**config.mk**
```make
export PLATFORM = sky130hd
export DESIGN_NAME = alternating_min_max_peak_detector_unit_flat
export DESIGN_NICKNAME = d
export VERILOG_FILES = /design/src/ammpd_pkg.sv /design/src/ammpd_req_if.sv /design/src/ammpd_rsp_if.sv /design/src/alternating_min_max_peak_detector_unit.sv /design/src/flat_wrapper.sv
export SDC_FILE = /design/constraint.sdc
export NUM_CORES = 2
export LEC_CHECK = 0
export BUFFER_PORTS_ARGS = -buffer_cell sky130_fd_sc_hd__buf_2
export CAP_MARGIN = 20
export CORE_ASPECT_RATIO = 0.9
export CORE_UTILIZATION = 50
export CTS_BUF_LIST = sky130_fd_sc_hd__clkbuf_4
export DETAILED_ROUTE_END_ITERATION = 10
export PLACE_DENSITY = 0.69
export SKIP_CTS_REPAIR_TIMING = 1
export SYNTH_ARGS = -nofsm -noshare
export SYNTH_HDL_FRONTEND = slang
export SYNTH_SLANG_ARGS = --single-unit
```
**constraint.sdc**
```tcl
create_clock -name clock -period 9.9 [get_ports clock]
set_input_delay 2.97 -clock clock [delete_from_list [all_inputs] [get_ports clock]]
set_output_delay 2.97 -clock clock [all_outputs]
set_load 0.01 [all_outputs]
```
**src/ammpd_pkg.sv**
```systemverilog
// shared types, widths and codes for the alternating min/max peak detector
package ammpd_pkg;

   localparam int SAMPLE_BITS   = 26;
   localparam int TIME_BITS     = 32;
   localparam int HOLD_BITS     = 8;
   localparam int PCT_BITS      = 7;
   localparam int FACTOR_BITS   = 8;
   localparam int COUNT_BITS    = 32;
   localparam int SUM_BITS      = 48;
   localparam int TOTAL_BITS    = 16;
   localparam int MUL_BITS      = 32;
   localparam int PROD_BITS     = 2 * MUL_BITS;
   localparam int ACC_BITS      = 72;
   localparam int CSR_ADDR_BITS = 3;
   localparam int CSR_DATA_BITS = 32;

   localparam logic [HOLD_BITS-1:0]   HOLD_RESET = 8'd15;
   localparam logic [PCT_BITS-1:0]    TOL_RESET  = 7'd30;
   localparam logic [FACTOR_BITS-1:0] PCT_FULL   = 8'd100;

   // register index, taken from paddr[2]
   localparam logic CSR_IDX_HOLD_COUNT = 1'b0;
   localparam logic CSR_IDX_TOLERANCE  = 1'b1;

   typedef logic signed [SAMPLE_BITS-1:0] sample_type;
   typedef logic [TIME_BITS-1:0]          time_type;

   typedef enum logic [3:0] {
      ST_IDLE,
      ST_NE,
      ST_H0,
      ST_L0,
      ST_L1,
      ST_H1,
      ST_W0,
      ST_W1,
      ST_DRAIN,
      ST_EMIT
   } seq_state_type;

   // product destinations: x = n*elapsed, l = 100*x, h = sum*(100+p), w = sum*max(100-p,0)
   typedef enum logic [2:0] {
      OP_NONE,
      OP_NE,
      OP_H0,
      OP_H1,
      OP_L0,
      OP_L1,
      OP_W0,
      OP_W1
   } mul_op_type;

endpackage

```
**src/ammpd_req_if.sv**
```systemverilog
// input channel: one sample with its timestamp per beat
interface ammpd_req_if;
   logic                 valid;
   logic                 ready;
   ammpd_pkg::sample_type sample;
   ammpd_pkg::time_type   timestamp;

   modport source (output valid, output sample, output timestamp, input ready);
   modport sink   (input valid, input sample, input timestamp, output ready);
endinterface

```
**src/ammpd_rsp_if.sv**
```systemverilog
// result channel: one peak report per beat
interface ammpd_rsp_if;
   logic                                valid;
   logic                                ready;
   logic                                peak_valid;
   ammpd_pkg::sample_type               peak_value;
   ammpd_pkg::time_type                 interval_ticks;
   logic                                interval_error;
   logic [ammpd_pkg::TOTAL_BITS-1:0]    peak_count;
   logic [ammpd_pkg::TOTAL_BITS-1:0]    error_count;

   modport source (output valid, output peak_valid, output peak_value, output interval_ticks,
                   output interval_error, output peak_count, output error_count, input ready);
   modport sink   (input valid, input peak_valid, input peak_value, input interval_ticks,
                   input interval_error, input peak_count, input error_count, output ready);
endinterface

```
**src/alternating_min_max_peak_detector_unit.sv**
```systemverilog
// alternating min/max peak detector: tracking, shared multiplier sequencer, result register
// a sample goes to ST_EMIT, if it confirms a maximum first via ST_NE, ST_H0, ST_L0, ST_L1,
// ST_H1, ST_W0, ST_W1, ST_DRAIN; ST_EMIT waits for a free result register; samples are
// taken only in ST_IDLE; the tolerance check runs seven products through one shared 32x32
// multiplier and accumulator; reset (synchronous, active high) restores hold_count 15,
// tolerance_pct 30 and the tracker to seek a minimum; no clearing pass, starts in ST_IDLE
module alternating_min_max_peak_detector_unit (
   input  logic                                 clock,
   input  logic                                 reset,
   ammpd_req_if.sink                            req_chan,
   ammpd_rsp_if.source                          rsp_chan,
   input  logic                                 csr_psel,
   input  logic                                 csr_penable,
   input  logic                                 csr_pwrite,
   input  logic [ammpd_pkg::CSR_ADDR_BITS-1:0]  csr_paddr,
   input  logic [ammpd_pkg::CSR_DATA_BITS-1:0]  csr_pwdata,
   output logic [ammpd_pkg::CSR_DATA_BITS-1:0]  csr_prdata,
   output logic                                 csr_pready
);

   localparam ammpd_pkg::sample_type SMAX = {1'b0, {(ammpd_pkg::SAMPLE_BITS-1){1'b1}}};
   localparam ammpd_pkg::sample_type SMIN = {1'b1, {(ammpd_pkg::SAMPLE_BITS-1){1'b0}}};

   // configuration
   logic [ammpd_pkg::HOLD_BITS-1:0] hold_count_ff;
   logic [ammpd_pkg::PCT_BITS-1:0]  tolerance_ff;
   logic                            csr_write;
   logic                            csr_idx;

   // tracker state
   logic                                 seeking_ff, seeking_in;
   logic [ammpd_pkg::HOLD_BITS-1:0]      hold_counter_ff, hold_counter_in;
   ammpd_pkg::sample_type                run_min_ff, run_min_in;
   ammpd_pkg::sample_type                run_max_ff, run_max_in;
   ammpd_pkg::time_type                  max_time_ff, max_time_in;
   ammpd_pkg::time_type                  prev_max_time_ff, prev_max_time_in;
   logic [ammpd_pkg::COUNT_BITS-1:0]     count_ff, count_in;
   logic [ammpd_pkg::SUM_BITS-1:0]       sum_ff, sum_in;
   logic [ammpd_pkg::TOTAL_BITS-1:0]     peaks_total_ff, peaks_total_in;
   logic [ammpd_pkg::TOTAL_BITS-1:0]     errors_total_ff, errors_total_in;
   logic                                 error_seen_ff, error_seen_in;

   // pending result of the accepted sample
   ammpd_pkg::time_type                  elapsed_ff, elapsed_in;
   logic                                 pend_valid_ff, pend_valid_in;
   ammpd_pkg::sample_type                pend_value_ff, pend_value_in;
   logic                                 pend_check_ff, pend_check_in;

   // tracking helpers
   logic                                 req_fire;
   logic [ammpd_pkg::HOLD_BITS-1:0]      hc_mid;
   logic                                 confirm;
   logic [ammpd_pkg::SUM_BITS:0]         sum_wide;

   // sequencer and shared unit
   ammpd_pkg::seq_state_type             state_ff, state_in;
   ammpd_pkg::mul_op_type                issue_op;
   ammpd_pkg::mul_op_type                op_ff;
   logic [ammpd_pkg::MUL_BITS-1:0]       mul_a, mul_b;
   logic [ammpd_pkg::PROD_BITS-1:0]      prod_ff;
   logic [ammpd_pkg::PROD_BITS-1:0]      x_ff;
   logic [ammpd_pkg::ACC_BITS-1:0]       lhs_ff, hib_ff, lob_ff;
   logic [ammpd_pkg::ACC_BITS-1:0]       acc_base, acc_addend, acc_sum, prod_ext;
   logic                                 acc_upper;
   logic [ammpd_pkg::FACTOR_BITS-1:0]    factor_hi, factor_lo;

   // result side
   logic                                 emit_load;
   logic                                 bad;
   logic                                 rsp_valid_ff, rsp_valid_in;
   logic                                 out_peak_valid_ff;
   ammpd_pkg::sample_type                out_peak_value_ff;
   ammpd_pkg::time_type                  out_interval_ff;
   logic                                 out_error_ff;
   logic [ammpd_pkg::TOTAL_BITS-1:0]     out_peak_count_ff;
   logic [ammpd_pkg::TOTAL_BITS-1:0]     out_error_count_ff;

   // ---------------- configuration port ----------------
   assign csr_pready = 1'b1;
   assign csr_write  = csr_psel & csr_penable & csr_pwrite & csr_pready;
   assign csr_idx    = csr_paddr[2];

   always_comb begin
      case (csr_idx)
         ammpd_pkg::CSR_IDX_HOLD_COUNT:
            csr_prdata = ammpd_pkg::CSR_DATA_BITS'(hold_count_ff);
         ammpd_pkg::CSR_IDX_TOLERANCE:
            csr_prdata = ammpd_pkg::CSR_DATA_BITS'(tolerance_ff);
         default:
            csr_prdata = '0;
      endcase
   end

   always_ff @(posedge clock) begin
      if (reset) begin
         hold_count_ff <= ammpd_pkg::HOLD_RESET;
         tolerance_ff  <= ammpd_pkg::TOL_RESET;
      end else if (csr_write) begin
         case (csr_idx)
            ammpd_pkg::CSR_IDX_HOLD_COUNT: hold_count_ff <= csr_pwdata[ammpd_pkg::HOLD_BITS-1:0];
            ammpd_pkg::CSR_IDX_TOLERANCE:  tolerance_ff  <= csr_pwdata[ammpd_pkg::PCT_BITS-1:0];
            default: ;
         endcase
      end
   end

   // ---------------- tracker ----------------
   assign req_chan.ready = (state_ff == ammpd_pkg::ST_IDLE);
   assign req_fire       = req_chan.valid & req_chan.ready;

   always_comb begin
      seeking_in       = seeking_ff;
      run_min_in       = run_min_ff;
      run_max_in       = run_max_ff;
      max_time_in      = max_time_ff;
      prev_max_time_in = prev_max_time_ff;
      count_in         = count_ff;
      sum_in           = sum_ff;
      peaks_total_in   = peaks_total_ff;
      pend_valid_in    = 1'b0;
      pend_value_in    = '0;
      pend_check_in    = 1'b0;
      hc_mid           = hold_counter_ff;

      if (!seeking_ff) begin
         if (req_chan.sample < run_min_ff) begin
            run_min_in = req_chan.sample;
            hc_mid     = '0;
         end
      end else if (req_chan.sample > run_max_ff) begin
         run_max_in  = req_chan.sample;
         max_time_in = req_chan.timestamp;
         hc_mid      = '0;
      end
      if (hc_mid != '1) begin
         hc_mid = hc_mid + 1'b1;
      end

      confirm         = (hc_mid >= hold_count_ff);
      hold_counter_in = confirm ? '0 : hc_mid;
      elapsed_in      = max_time_in - prev_max_time_ff;
      sum_wide        = {1'b0, sum_ff} + (ammpd_pkg::SUM_BITS+1)'(elapsed_in);

      if (confirm) begin
         seeking_in = !seeking_ff;
         if (seeking_ff) begin
            count_in         = (count_ff == '1) ? count_ff : count_ff + 1'b1;
            sum_in           = sum_wide[ammpd_pkg::SUM_BITS] ? '1
                                                             : sum_wide[ammpd_pkg::SUM_BITS-1:0];
            pend_check_in    = 1'b1;
            pend_valid_in    = (count_in > ammpd_pkg::COUNT_BITS'(1));
            pend_value_in    = pend_valid_in ? run_max_in : '0;
            prev_max_time_in = max_time_in;
            run_max_in       = SMIN;
            if (pend_valid_in && peaks_total_ff != '1) begin
               peaks_total_in = peaks_total_ff + 1'b1;
            end
         end else begin
            run_min_in = SMAX;
         end
      end
   end

   always_ff @(posedge clock) begin
      if (reset) begin
         seeking_ff       <= 1'b0;
         hold_counter_ff  <= '0;
         run_min_ff       <= SMAX;
         run_max_ff       <= SMIN;
         max_time_ff      <= '0;
         prev_max_time_ff <= '0;
         count_ff         <= '0;
         sum_ff           <= '0;
         peaks_total_ff   <= '0;
      end else if (req_fire) begin
         seeking_ff       <= seeking_in;
         hold_counter_ff  <= hold_counter_in;
         run_min_ff       <= run_min_in;
         run_max_ff       <= run_max_in;
         max_time_ff      <= max_time_in;
         prev_max_time_ff <= prev_max_time_in;
         count_ff         <= count_in;
         sum_ff           <= sum_in;
         peaks_total_ff   <= peaks_total_in;
      end
   end

   always_ff @(posedge clock) begin
      if (req_fire) begin
         elapsed_ff    <= elapsed_in;
         pend_valid_ff <= pend_valid_in;
         pend_value_ff <= pend_value_in;
         pend_check_ff <= pend_check_in;
      end
   end

   // ---------------- sequencer ----------------
   always_comb begin
      state_in  = state_ff;
      issue_op  = ammpd_pkg::OP_NONE;
      emit_load = 1'b0;
      case (state_ff)
         ammpd_pkg::ST_IDLE: begin
            if (req_fire) begin
               state_in = (confirm && seeking_ff) ? ammpd_pkg::ST_NE : ammpd_pkg::ST_EMIT;
            end
         end
         ammpd_pkg::ST_NE: begin
            issue_op = ammpd_pkg::OP_NE;
            state_in = ammpd_pkg::ST_H0;
         end
         ammpd_pkg::ST_H0: begin
            issue_op = ammpd_pkg::OP_H0;
            state_in = ammpd_pkg::ST_L0;
         end
         ammpd_pkg::ST_L0: begin
            issue_op = ammpd_pkg::OP_L0;
            state_in = ammpd_pkg::ST_L1;
         end
         ammpd_pkg::ST_L1: begin
            issue_op = ammpd_pkg::OP_L1;
            state_in = ammpd_pkg::ST_H1;
         end
         ammpd_pkg::ST_H1: begin
            issue_op = ammpd_pkg::OP_H1;
            state_in = ammpd_pkg::ST_W0;
         end
         ammpd_pkg::ST_W0: begin
            issue_op = ammpd_pkg::OP_W0;
            state_in = ammpd_pkg::ST_W1;
         end
         ammpd_pkg::ST_W1: begin
            issue_op = ammpd_pkg::OP_W1;
            state_in = ammpd_pkg::ST_DRAIN;
         end
         ammpd_pkg::ST_DRAIN: begin
            state_in = ammpd_pkg::ST_EMIT;
         end
         ammpd_pkg::ST_EMIT: begin
            if (!rsp_valid_ff || rsp_chan.ready) begin
               emit_load = 1'b1;
               state_in  = ammpd_pkg::ST_IDLE;
            end
         end
         default: state_in = ammpd_pkg::ST_IDLE;
      endcase
   end

   always_ff @(posedge clock) begin
      if (reset) begin
         state_ff <= ammpd_pkg::ST_IDLE;
      end else begin
         state_ff <= state_in;
      end
   end

   // ---------------- shared multiplier ----------------
   assign factor_hi = ammpd_pkg::PCT_FULL + ammpd_pkg::FACTOR_BITS'(tolerance_ff);
   // lower bound vanishes at full tolerance and above
   assign factor_lo = (ammpd_pkg::FACTOR_BITS'(tolerance_ff) < ammpd_pkg::PCT_FULL)
                    ? ammpd_pkg::PCT_FULL - ammpd_pkg::FACTOR_BITS'(tolerance_ff) : '0;

   always_comb begin
      mul_a = '0;
      mul_b = '0;
      case (issue_op)
         ammpd_pkg::OP_NE: begin
            mul_a = count_ff;
            mul_b = ammpd_pkg::MUL_BITS'(elapsed_ff);
         end
         ammpd_pkg::OP_H0: begin
            mul_a = sum_ff[ammpd_pkg::MUL_BITS-1:0];
            mul_b = ammpd_pkg::MUL_BITS'(factor_hi);
         end
         ammpd_pkg::OP_H1: begin
            mul_a = ammpd_pkg::MUL_BITS'(sum_ff[ammpd_pkg::SUM_BITS-1:ammpd_pkg::MUL_BITS]);
            mul_b = ammpd_pkg::MUL_BITS'(factor_hi);
         end
         ammpd_pkg::OP_L0: begin
            mul_a = x_ff[ammpd_pkg::MUL_BITS-1:0];
            mul_b = ammpd_pkg::MUL_BITS'(ammpd_pkg::PCT_FULL);
         end
         ammpd_pkg::OP_L1: begin
            mul_a = x_ff[ammpd_pkg::PROD_BITS-1:ammpd_pkg::MUL_BITS];
            mul_b = ammpd_pkg::MUL_BITS'(ammpd_pkg::PCT_FULL);
         end
         ammpd_pkg::OP_W0: begin
            mul_a = sum_ff[ammpd_pkg::MUL_BITS-1:0];
            mul_b = ammpd_pkg::MUL_BITS'(factor_lo);
         end
         ammpd_pkg::OP_W1: begin
            mul_a = ammpd_pkg::MUL_BITS'(sum_ff[ammpd_pkg::SUM_BITS-1:ammpd_pkg::MUL_BITS]);
            mul_b = ammpd_pkg::MUL_BITS'(factor_lo);
         end
         default: ;
      endcase
   end

   always_ff @(posedge clock) begin
      if (reset) begin
         op_ff <= ammpd_pkg::OP_NONE;
      end else begin
         op_ff <= issue_op;
      end
   end

   always_ff @(posedge clock) begin
      prod_ff <= mul_a * mul_b;
   end

   // accumulate the registered product, upper halves shifted by one word
   assign prod_ext = ammpd_pkg::ACC_BITS'(prod_ff);

   always_comb begin
      acc_base  = '0;
      acc_upper = 1'b0;
      case (op_ff)
         ammpd_pkg::OP_H1: begin
            acc_base  = hib_ff;
            acc_upper = 1'b1;
         end
         ammpd_pkg::OP_L1: begin
            acc_base  = lhs_ff;
            acc_upper = 1'b1;
         end
         ammpd_pkg::OP_W1: begin
            acc_base  = lob_ff;
            acc_upper = 1'b1;
         end
         default: ;
      endcase
      acc_addend = acc_upper ? (prod_ext << ammpd_pkg::MUL_BITS) : prod_ext;
      acc_sum    = acc_base + acc_addend;
   end

   always_ff @(posedge clock) begin
      case (op_ff)
         ammpd_pkg::OP_NE:                   x_ff   <= prod_ff;
         ammpd_pkg::OP_H0, ammpd_pkg::OP_H1: hib_ff <= acc_sum;
         ammpd_pkg::OP_L0, ammpd_pkg::OP_L1: lhs_ff <= acc_sum;
         ammpd_pkg::OP_W0, ammpd_pkg::OP_W1: lob_ff <= acc_sum;
         default: ;
      endcase
   end

   // ---------------- interval check and result register ----------------
   always_comb begin
      bad             = pend_check_ff && ((lhs_ff > hib_ff) || (lhs_ff < lob_ff));
      error_seen_in   = error_seen_ff | bad;
      errors_total_in = errors_total_ff;
      // first out-of-range interval only arms the flag
      if (bad && error_seen_ff && errors_total_ff != '1) begin
         errors_total_in = errors_total_ff + 1'b1;
      end
   end

   always_ff @(posedge clock) begin
      if (reset) begin
         error_seen_ff   <= 1'b0;
         errors_total_ff <= '0;
      end else if (emit_load) begin
         error_seen_ff   <= error_seen_in;
         errors_total_ff <= errors_total_in;
      end
   end

   always_comb begin
      rsp_valid_in = rsp_valid_ff;
      if (emit_load) begin
         rsp_valid_in = 1'b1;
      end else if (rsp_chan.ready) begin
         rsp_valid_in = 1'b0;
      end
   end

   always_ff @(posedge clock) begin
      if (reset) begin
         rsp_valid_ff <= 1'b0;
      end else begin
         rsp_valid_ff <= rsp_valid_in;
      end
   end

   always_ff @(posedge clock) begin
      if (emit_load) begin
         out_peak_valid_ff  <= pend_valid_ff;
         out_peak_value_ff  <= pend_value_ff;
         out_interval_ff    <= pend_valid_ff ? elapsed_ff : '0;
         out_error_ff       <= bad & error_seen_ff & pend_valid_ff;
         out_peak_count_ff  <= peaks_total_ff;
         out_error_count_ff <= errors_total_in;
      end
   end

   assign rsp_chan.valid          = rsp_valid_ff;
   assign rsp_chan.peak_valid     = out_peak_valid_ff;
   assign rsp_chan.peak_value     = out_peak_value_ff;
   assign rsp_chan.interval_ticks = out_interval_ff;
   assign rsp_chan.interval_error = out_error_ff;
   assign rsp_chan.peak_count     = out_peak_count_ff;
   assign rsp_chan.error_count    = out_error_count_ff;

endmodule
```
**src/flat_wrapper.sv**
```systemverilog
// flat-port wrapper written by rule: the top's interface ports become plain ports
module alternating_min_max_peak_detector_unit_flat 
  (clock, reset, csr_psel, csr_penable, csr_pwrite, csr_paddr, csr_pwdata, csr_prdata, csr_pready, req_chan_valid, req_chan_sample, req_chan_timestamp, req_chan_ready, rsp_chan_valid, rsp_chan_peak_valid, rsp_chan_peak_value, rsp_chan_interval_ticks, rsp_chan_interval_error, rsp_chan_peak_count, rsp_chan_error_count, rsp_chan_ready);
  ammpd_req_if req_chan_i ();
  ammpd_rsp_if rsp_chan_i ();
  input  logic clock;
  input  logic reset;
  input  logic csr_psel;
  input  logic csr_penable;
  input  logic csr_pwrite;
  input  logic [ammpd_pkg::CSR_ADDR_BITS-1:0] csr_paddr;
  input  logic [ammpd_pkg::CSR_DATA_BITS-1:0] csr_pwdata;
  output logic [ammpd_pkg::CSR_DATA_BITS-1:0] csr_prdata;
  output logic csr_pready;
  input wire logic [$bits(req_chan_i.valid)-1:0] req_chan_valid;
  input wire logic [$bits(req_chan_i.sample)-1:0] req_chan_sample;
  input wire logic [$bits(req_chan_i.timestamp)-1:0] req_chan_timestamp;
  output wire logic [$bits(req_chan_i.ready)-1:0] req_chan_ready;
  output wire logic [$bits(rsp_chan_i.valid)-1:0] rsp_chan_valid;
  output wire logic [$bits(rsp_chan_i.peak_valid)-1:0] rsp_chan_peak_valid;
  output wire logic [$bits(rsp_chan_i.peak_value)-1:0] rsp_chan_peak_value;
  output wire logic [$bits(rsp_chan_i.interval_ticks)-1:0] rsp_chan_interval_ticks;
  output wire logic [$bits(rsp_chan_i.interval_error)-1:0] rsp_chan_interval_error;
  output wire logic [$bits(rsp_chan_i.peak_count)-1:0] rsp_chan_peak_count;
  output wire logic [$bits(rsp_chan_i.error_count)-1:0] rsp_chan_error_count;
  input wire logic [$bits(rsp_chan_i.ready)-1:0] rsp_chan_ready;
  assign req_chan_i.valid = req_chan_valid;
  assign req_chan_i.sample = req_chan_sample;
  assign req_chan_i.timestamp = req_chan_timestamp;
  assign req_chan_ready = req_chan_i.ready;
  assign rsp_chan_valid = rsp_chan_i.valid;
  assign rsp_chan_peak_valid = rsp_chan_i.peak_valid;
  assign rsp_chan_peak_value = rsp_chan_i.peak_value;
  assign rsp_chan_interval_ticks = rsp_chan_i.interval_ticks;
  assign rsp_chan_interval_error = rsp_chan_i.interval_error;
  assign rsp_chan_peak_count = rsp_chan_i.peak_count;
  assign rsp_chan_error_count = rsp_chan_i.error_count;
  assign rsp_chan_i.ready = rsp_chan_ready;
  alternating_min_max_peak_detector_unit u_core (.clock(clock), .reset(reset), .req_chan(req_chan_i), .rsp_chan(rsp_chan_i), .csr_psel(csr_psel), .csr_penable(csr_penable), .csr_pwrite(csr_pwrite), .csr_paddr(csr_paddr), .csr_pwdata(csr_pwdata), .csr_prdata(csr_prdata), .csr_pready(csr_pready));
endmodule
```
**Yosys cells after proc, flatten, opt, wreduce, memory -nomap -nowiden**

Cells that the tools add are included.
W data, S select, Z words.

- Register bits: 757
- Input bits: 100

- Add/subtract/negate cells: 9
- Multipliers: 1
- Magnitude comparators: 7
- Eq/ne operators: 29
- Mux-type cells: 35
- Bitwise operators: 7
- Reduce and logical (&&, ||, !) cells: 28

Operator list:

| operator | number |
|---|---|
| $pmux W72 S3 | 1 |
| $mux W26 | 8 |
| $pmux W32 S5 | 1 |
| $pmux W32 S4 | 1 |
| $mux W32 | 3 |
| $add A72 B72 Y72 | 1 |
| $gt A72 B72 Y1 | 1 |
| $lt A72 B72 Y1 | 1 |
| $mux W72 | 1 |
| $mul A32 B32 Y64 | 1 |
| $pmux W32 S2 | 1 |
| $add A48 B32 Y49 | 1 |
| $mux W48 | 1 |
| $mux W8 | 6 |
| $pmux W4 S10 | 1 |
| $add A16 B1 Y16 const B | 2 |
| $add A32 B1 Y32 const B | 1 |
| $eq A32 B32 Y1 const B | 1 |
| $gt A32 B1 Y1 const B | 1 |
| $ne A16 B16 Y1 const B | 2 |
| $sub A32 B32 Y32 | 1 |
| $gt A26 B26 Y1 | 1 |
| $lt A26 B26 Y1 | 1 |
| $eq A3 B3 Y1 const B | 8 |
| other kinds (31) | 69 |

**Longest topological paths before layout**

- Depth in word-level cells: 10
- Gate-level depth with buffers: 39
- Gate-level depth less buffers: 36

**Worst setup path after synthesis**

No wires, ideal clock.

- Path type: input to register
- From: input req_chan_sample[7]
- To: register u_core.sum_ff[42] (netlist bit)
- Data arrival time: 9824 ps
- Data required time: 9822 ps
- Path slack: -2 ps
- Stages: 34
- Path buffers: 2
- Cell sequence: ha_1 > nand4_1 > or2_2 > o21ba_2 > o211ai_1 > a31oi_1 > nor2_1 > a211o_1 > buf_2 > buf_1 > mux2i_1 > inv_1 > ha_1 > nor2b_1 > o21ai_0 > a21boi_0 > o311a_1 > o31a_1 > o32ai_1 > o21ai_0 > and2_1 > o21a_1 > nor2_1 > xnor2_1 > ha_1 > and3_1 > nand4_1 > o21ai_0 > a21oi_1 > a21oi_1 > a31oi_1 > or4_1 > and4_1 > nor3_1

- Elaborated cells on any way between the ends: 15

RTL lines:

| item | RTL line | text |
|---|---|---|
| start: declaration | flat_wrapper.sv:16 | `input wire logic [$bits(req_chan_i.sample)-1:0] req_chan_sample;` |
| $gt A26 B26 Y1 | alternating_min_max_peak_detector_unit.sv:130 | `end else if (req_chan.sample > run_max_ff) begin` |
| $mux W32 | alternating_min_max_peak_detector_unit.sv:130 |  |
| $mux W32 | alternating_min_max_peak_detector_unit.sv:125 | `if (!seeking_ff) begin` |
| named net u_core.max_time_in[1] | alternating_min_max_peak_detector_unit.sv:35 | `ammpd_pkg::time_type max_time_ff, max_time_in;` |
| $sub A32 B32 Y32 | alternating_min_max_peak_detector_unit.sv:141 | `elapsed_in = max_time_in - prev_max_time_ff;` |
| named net u_core.elapsed_in[21] | alternating_min_max_peak_detector_unit.sv:44 | `ammpd_pkg::time_type elapsed_ff, elapsed_in;` |
| $add A48 B32 Y49 | alternating_min_max_peak_detector_unit.sv:142 | `sum_wide = {1'b0, sum_ff} + (ammpd_pkg::SUM_BITS+1)'(elapsed_in);` |
| $mux W48 | alternating_min_max_peak_detector_unit.sv:148 | `sum_in = sum_wide[ammpd_pkg::SUM_BITS] ? '1` |
| end signal: assignment | alternating_min_max_peak_detector_unit.sv:183 | `sum_ff <= sum_in;` |
| end: declaration | alternating_min_max_peak_detector_unit.sv:38 | `logic [ammpd_pkg::SUM_BITS-1:0] sum_ff, sum_in;` |

The timed path passes the listed nets, and every way through them passes these cells.
A chain may end at the register's enable or synchronous reset.

**Worst setup path after layout**

- From: register u_core.state_ff[1]
- To: register u_core.prod_ff[63] (netlist bit)

- Cells in the longest elaborated chain, start to end: 6
- Elaborated cells on any way between the ends: 23

RTL lines:

| item | RTL line | text |
|---|---|---|
| start: declaration | alternating_min_max_peak_detector_unit.sv:56 | `ammpd_pkg::seq_state_type state_ff, state_in;` |
| start signal: assignment | alternating_min_max_peak_detector_unit.sv:251 | `state_ff <= ammpd_pkg::ST_IDLE;` |
| start signal: assignment | alternating_min_max_peak_detector_unit.sv:253 | `state_ff <= state_in;` |
| $eq A4 B3 Y1, or another cell as far along | alternating_min_max_peak_detector_unit.sv:202 | `case (state_ff)` |
| $pmux W3 S7 * | alternating_min_max_peak_detector_unit.sv:202 |  |
| $eq A3 B2 Y1 or $eq A3 B3 Y1 (tied branches) | alternating_min_max_peak_detector_unit.sv:266 | `case (issue_op)` |
| $reduce_or A2 Y1 (no source line) | -- |  |
| $pmux W32 S5 or $pmux W32 S4 (tied branches) | alternating_min_max_peak_detector_unit.sv:266 |  |
| $mul A32 B32 Y64 * | alternating_min_max_peak_detector_unit.sv:308 | `prod_ff <= mul_a * mul_b;` |
| end signal: assignment | alternating_min_max_peak_detector_unit.sv:308 |  |
| end: declaration | alternating_min_max_peak_detector_unit.sv:60 | `logic [ammpd_pkg::PROD_BITS-1:0] prod_ff;` |

Mark *: on every way between the ends. The rest lies on a longest branch, timed or not.

==> results.sh <==
export IMPL_drt_total_wl_um=236000
export IMPL_yosys_warnings=0
export IMPL_cp_max_fo=45
export IMPL_critPathSlowestCell="fa_1"
export IMPL_finalHoldWorstSlack_ps=400
export IMPL_cp_arrival_ps=10740
export IMPL_synth_top_area_cell="fa_1"
export IMPL_portBuffers=175
export IMPL_path_clk_slew_ps=80
export IMPL_avgSynthCellArea_um2=9.18
export IMPL_ir_worst_vdd_mv=0.136
export IMPL_ys_ff_latch=757
export IMPL_die_w_um=409
export IMPL_finalHoldViolations=0
export IMPL_cp_required_ps=10920
export IMPL_final_max_slew_viol_count=0
export IMPL_first_iter_violations=5318
export IMPL_crit_family="adder cells"
export IMPL_max_freq_mhz=103
export IMPL_cts_tree="yes"
export IMPL_gp_congestion=1.01
export IMPL_grt_usage=0.315
export IMPL_start_util=0.507
export IMPL_r2r_slack_ps=180
export IMPL_clock_skew_ps=80.1
export IMPL_ios=227
export IMPL_cellLeakagePower_nw=38.6
export IMPL_yosysUniqueCellTypes=89
export IMPL_nNetsFinal=10100
export IMPL_synth_ff_type="edfxtp_1"
export IMPL_seq_area_frac_synth=0.261
export IMPL_max_slew_margin=0.311
export IMPL_max_clock_path_buffers=3
export IMPL_drc=0
export IMPL_power_density_mw_per_mm2=108
export IMPL_fin_crit_ps=9720
export IMPL_cp_slowest_stage_delay_ps=560
export IMPL_utilization=0.559
export IMPL_finalCritPeriodShare=0.982
export IMPL_grt_start_max_net_pins=136
export IMPL_setup_viol=0
export IMPL_worstSkewPairLatency_ps=1210
export IMPL_num_vias=60200
export IMPL_async_flop_share=0
export IMPL_cts_inserted_buffers=180
export IMPL_cp_end_kind="flop"
export IMPL_firstDrtPassIters=6
export IMPL_dp_hpwl_um=186000
export IMPL_antenna_left=0
export IMPL_synth_edf_count=432
export IMPL_vias_per_cell=5.69
export IMPL_tightest_slew_ps=1030
export IMPL_grt_pass1_wl_um=359000
export IMPL_rows=133
export IMPL_core_area_mm2=0.147
export IMPL_dieArea_mm2=0.151
export IMPL_synthDominantCellAreaShare=0.242
export IMPL_path_common_cell="fa_1"
export IMPL_grt_pass1_vias=60200
export IMPL_synthTopCellsByArea="fa_1, edfxtp_1, ha_1"
export IMPL_fp_dieH_um=368
export IMPL_cts_sinks=757
export IMPL_cts_root_buf="clkbuf_4"
export IMPL_syn_to_final_growth_pct=10.2
export IMPL_drive_above_1_share=0.115
export IMPL_total_power_mw=8.87
export IMPL_critPathBufInv=7
export IMPL_antenna_found_initial=18
export IMPL_outcome="complete, no violations"
export IMPL_dpl_cell_count=10200
export IMPL_gr_total_overflow=0
export IMPL_cap_violations=0
export IMPL_worstSetupPathType="reg -> reg"
export IMPL_start_kind="flop"
export IMPL_syn_area_mm2=0.0745
export IMPL_hold_path_class="reg -> reg"
export IMPL_ctsHtreeMaxLevel=4
export IMPL_syn_inst=8117
export IMPL_routedWlPerCell_um=22.3
export IMPL_final_cell_count_no_fill=10600
-- cells by family (layout without fill, tap and decap cells) --
kind of cell	after synthesis	after routing	synth area share
other	2	42	0.000101
AOI/OAI and AO/OA	1226	1226	0.108
and+or+nand+nor	2586	2586	0.154
adders and majority gates	1506	1506	0.344
buffers and inverters	1666	2144	0.0863
DFF	757	757	0.261
xor gates and xnor gates	259	259	0.0305
muxes	115	115	0.0158
-- worst reg2reg max path: cells and delay by family, from the launching register on --
family,cells,cell delay [ps]
compound gates,9,2310
simple gates,6,1470
flops,1,380
buf+inv,7,1160
fa+ha+maj,9,4240
-- routing by layer --
layer	global-route usage	up-vias	routed length [um]
li1	-	27300	-
met1	0.416	29700	96000
met2	0.483	2725	104000
met3	0.0837	565	24100
met4	0.144	10	11900
met5	0	-	62
-- where the power goes --
| part | switching (mW) | total, mW | internal (mW) |
|---|---|---|---|
| Combinational | 1.49 | 2.37 | 0.884 |
| Clock | 1.38 | 2.76 | 1.37 |
| Sequential | 0.196 | 3.74 | 3.54 |
-- cells in the final DEF, fill, tap and decap left out, types with 37 or more instances in the layout --
cell type / instances
a21oi_1: 314
xor2_1: 101
nor2b_1: 111
and3_1: 52
edfxtp_1: 432
buf_2: 174
and2_1: 122
nand3_1: 86
a211oi_1: 105
ha_1: 607
clkbuf_4: 279
a22oi_1: 145
xnor2_1: 158
inv_1: 1240
o21ai_0: 217
mux2i_1: 96
dfxtp_1: 318
fa_1: 899
nand4_1: 111
nor3_1: 61
a21o_1: 169
nor2_1: 950
clkinv_1: 37
o21bai_1: 39
buf_4: 369
nand2_1: 915
-- layout make-up --
cell class              count  area [um2]
diodes                     17        42.5
clock buffers             279        2090
clock inverters            58         348
fillers                 13100       64800
inverters                1243        4670
multi-input cells        5717       49000
flip-flops and latches    757       19500
well taps                1957        2450
repair buffers            564        4050
-- Yosys cell counts (86+ instances only) --
library cell / n
a21oi_1: 316
inv_1: 1240
a22oi_1: 149
fa_1: 899
o21ai_0: 218
edfxtp_1: 432
nand2_1: 915
a21o_1: 169
dfxtp_1: 325
nor2b_1: 113
ha_1: 607
nand3_1: 86
clkbuf_1: 351
nor2_1: 952
mux2i_1: 96
xnor2_1: 158
a211oi_1: 107
nand4_1: 111
xor2_1: 101
and2_1: 130
-- metrics by stage --
stage	setup TNS, ps	cell area, um2	setup slack [ps]
2_1_floorplan	0	74600	142
6_report	0	82100	181
4_1_cts	-652	81800	-241
3_3_place_gp	-21660	79300	-563
5_1_grt	-96.8	82100	-46.0
3_5_place_dp	-18900	79300	-562
-- worst paths after layout --
kind / from / to / cells past startpoint
setup reg to reg: u_core.state_ff[1] / u_core.prod_ff[63] / 31
hold / removal: u_core.pend_value_ff[11] / u_core.rsp_chan.peak_value[11] / 0
setup / recovery: u_core.state_ff[1] / u_core.prod_ff[63] / 31
hold reg to reg: u_core.pend_value_ff[11] / u_core.rsp_chan.peak_value[11] / 0
-- registers in the layout (all words and copies together) (netlist names), 4 cells and up --
name,count
u_core.prev_max_time_ff,32
u_core.hib_ff,72
u_core.max_time_ff,32
u_core.tolerance_ff,7
u_core.run_min_ff,26
u_core.rsp_chan.peak_value,26
u_core.errors_total_ff,16
u_core.hold_count_ff,8
u_core.rsp_chan.interval_ticks,32
u_core.prod_ff,64
u_core.elapsed_ff,32
u_core.x_ff,64
u_core.run_max_ff,26
u_core.lob_ff,72
u_core.rsp_chan.error_count,16
u_core.pend_value_ff,26
u_core.peaks_total_ff,16
u_core.hold_counter_ff,8
u_core.rsp_chan.peak_count,16
u_core.state_ff,4
u_core.sum_ff,48
u_core.count_ff,32
u_core.lhs_ff,72
(Power assumes the default switching activity.)
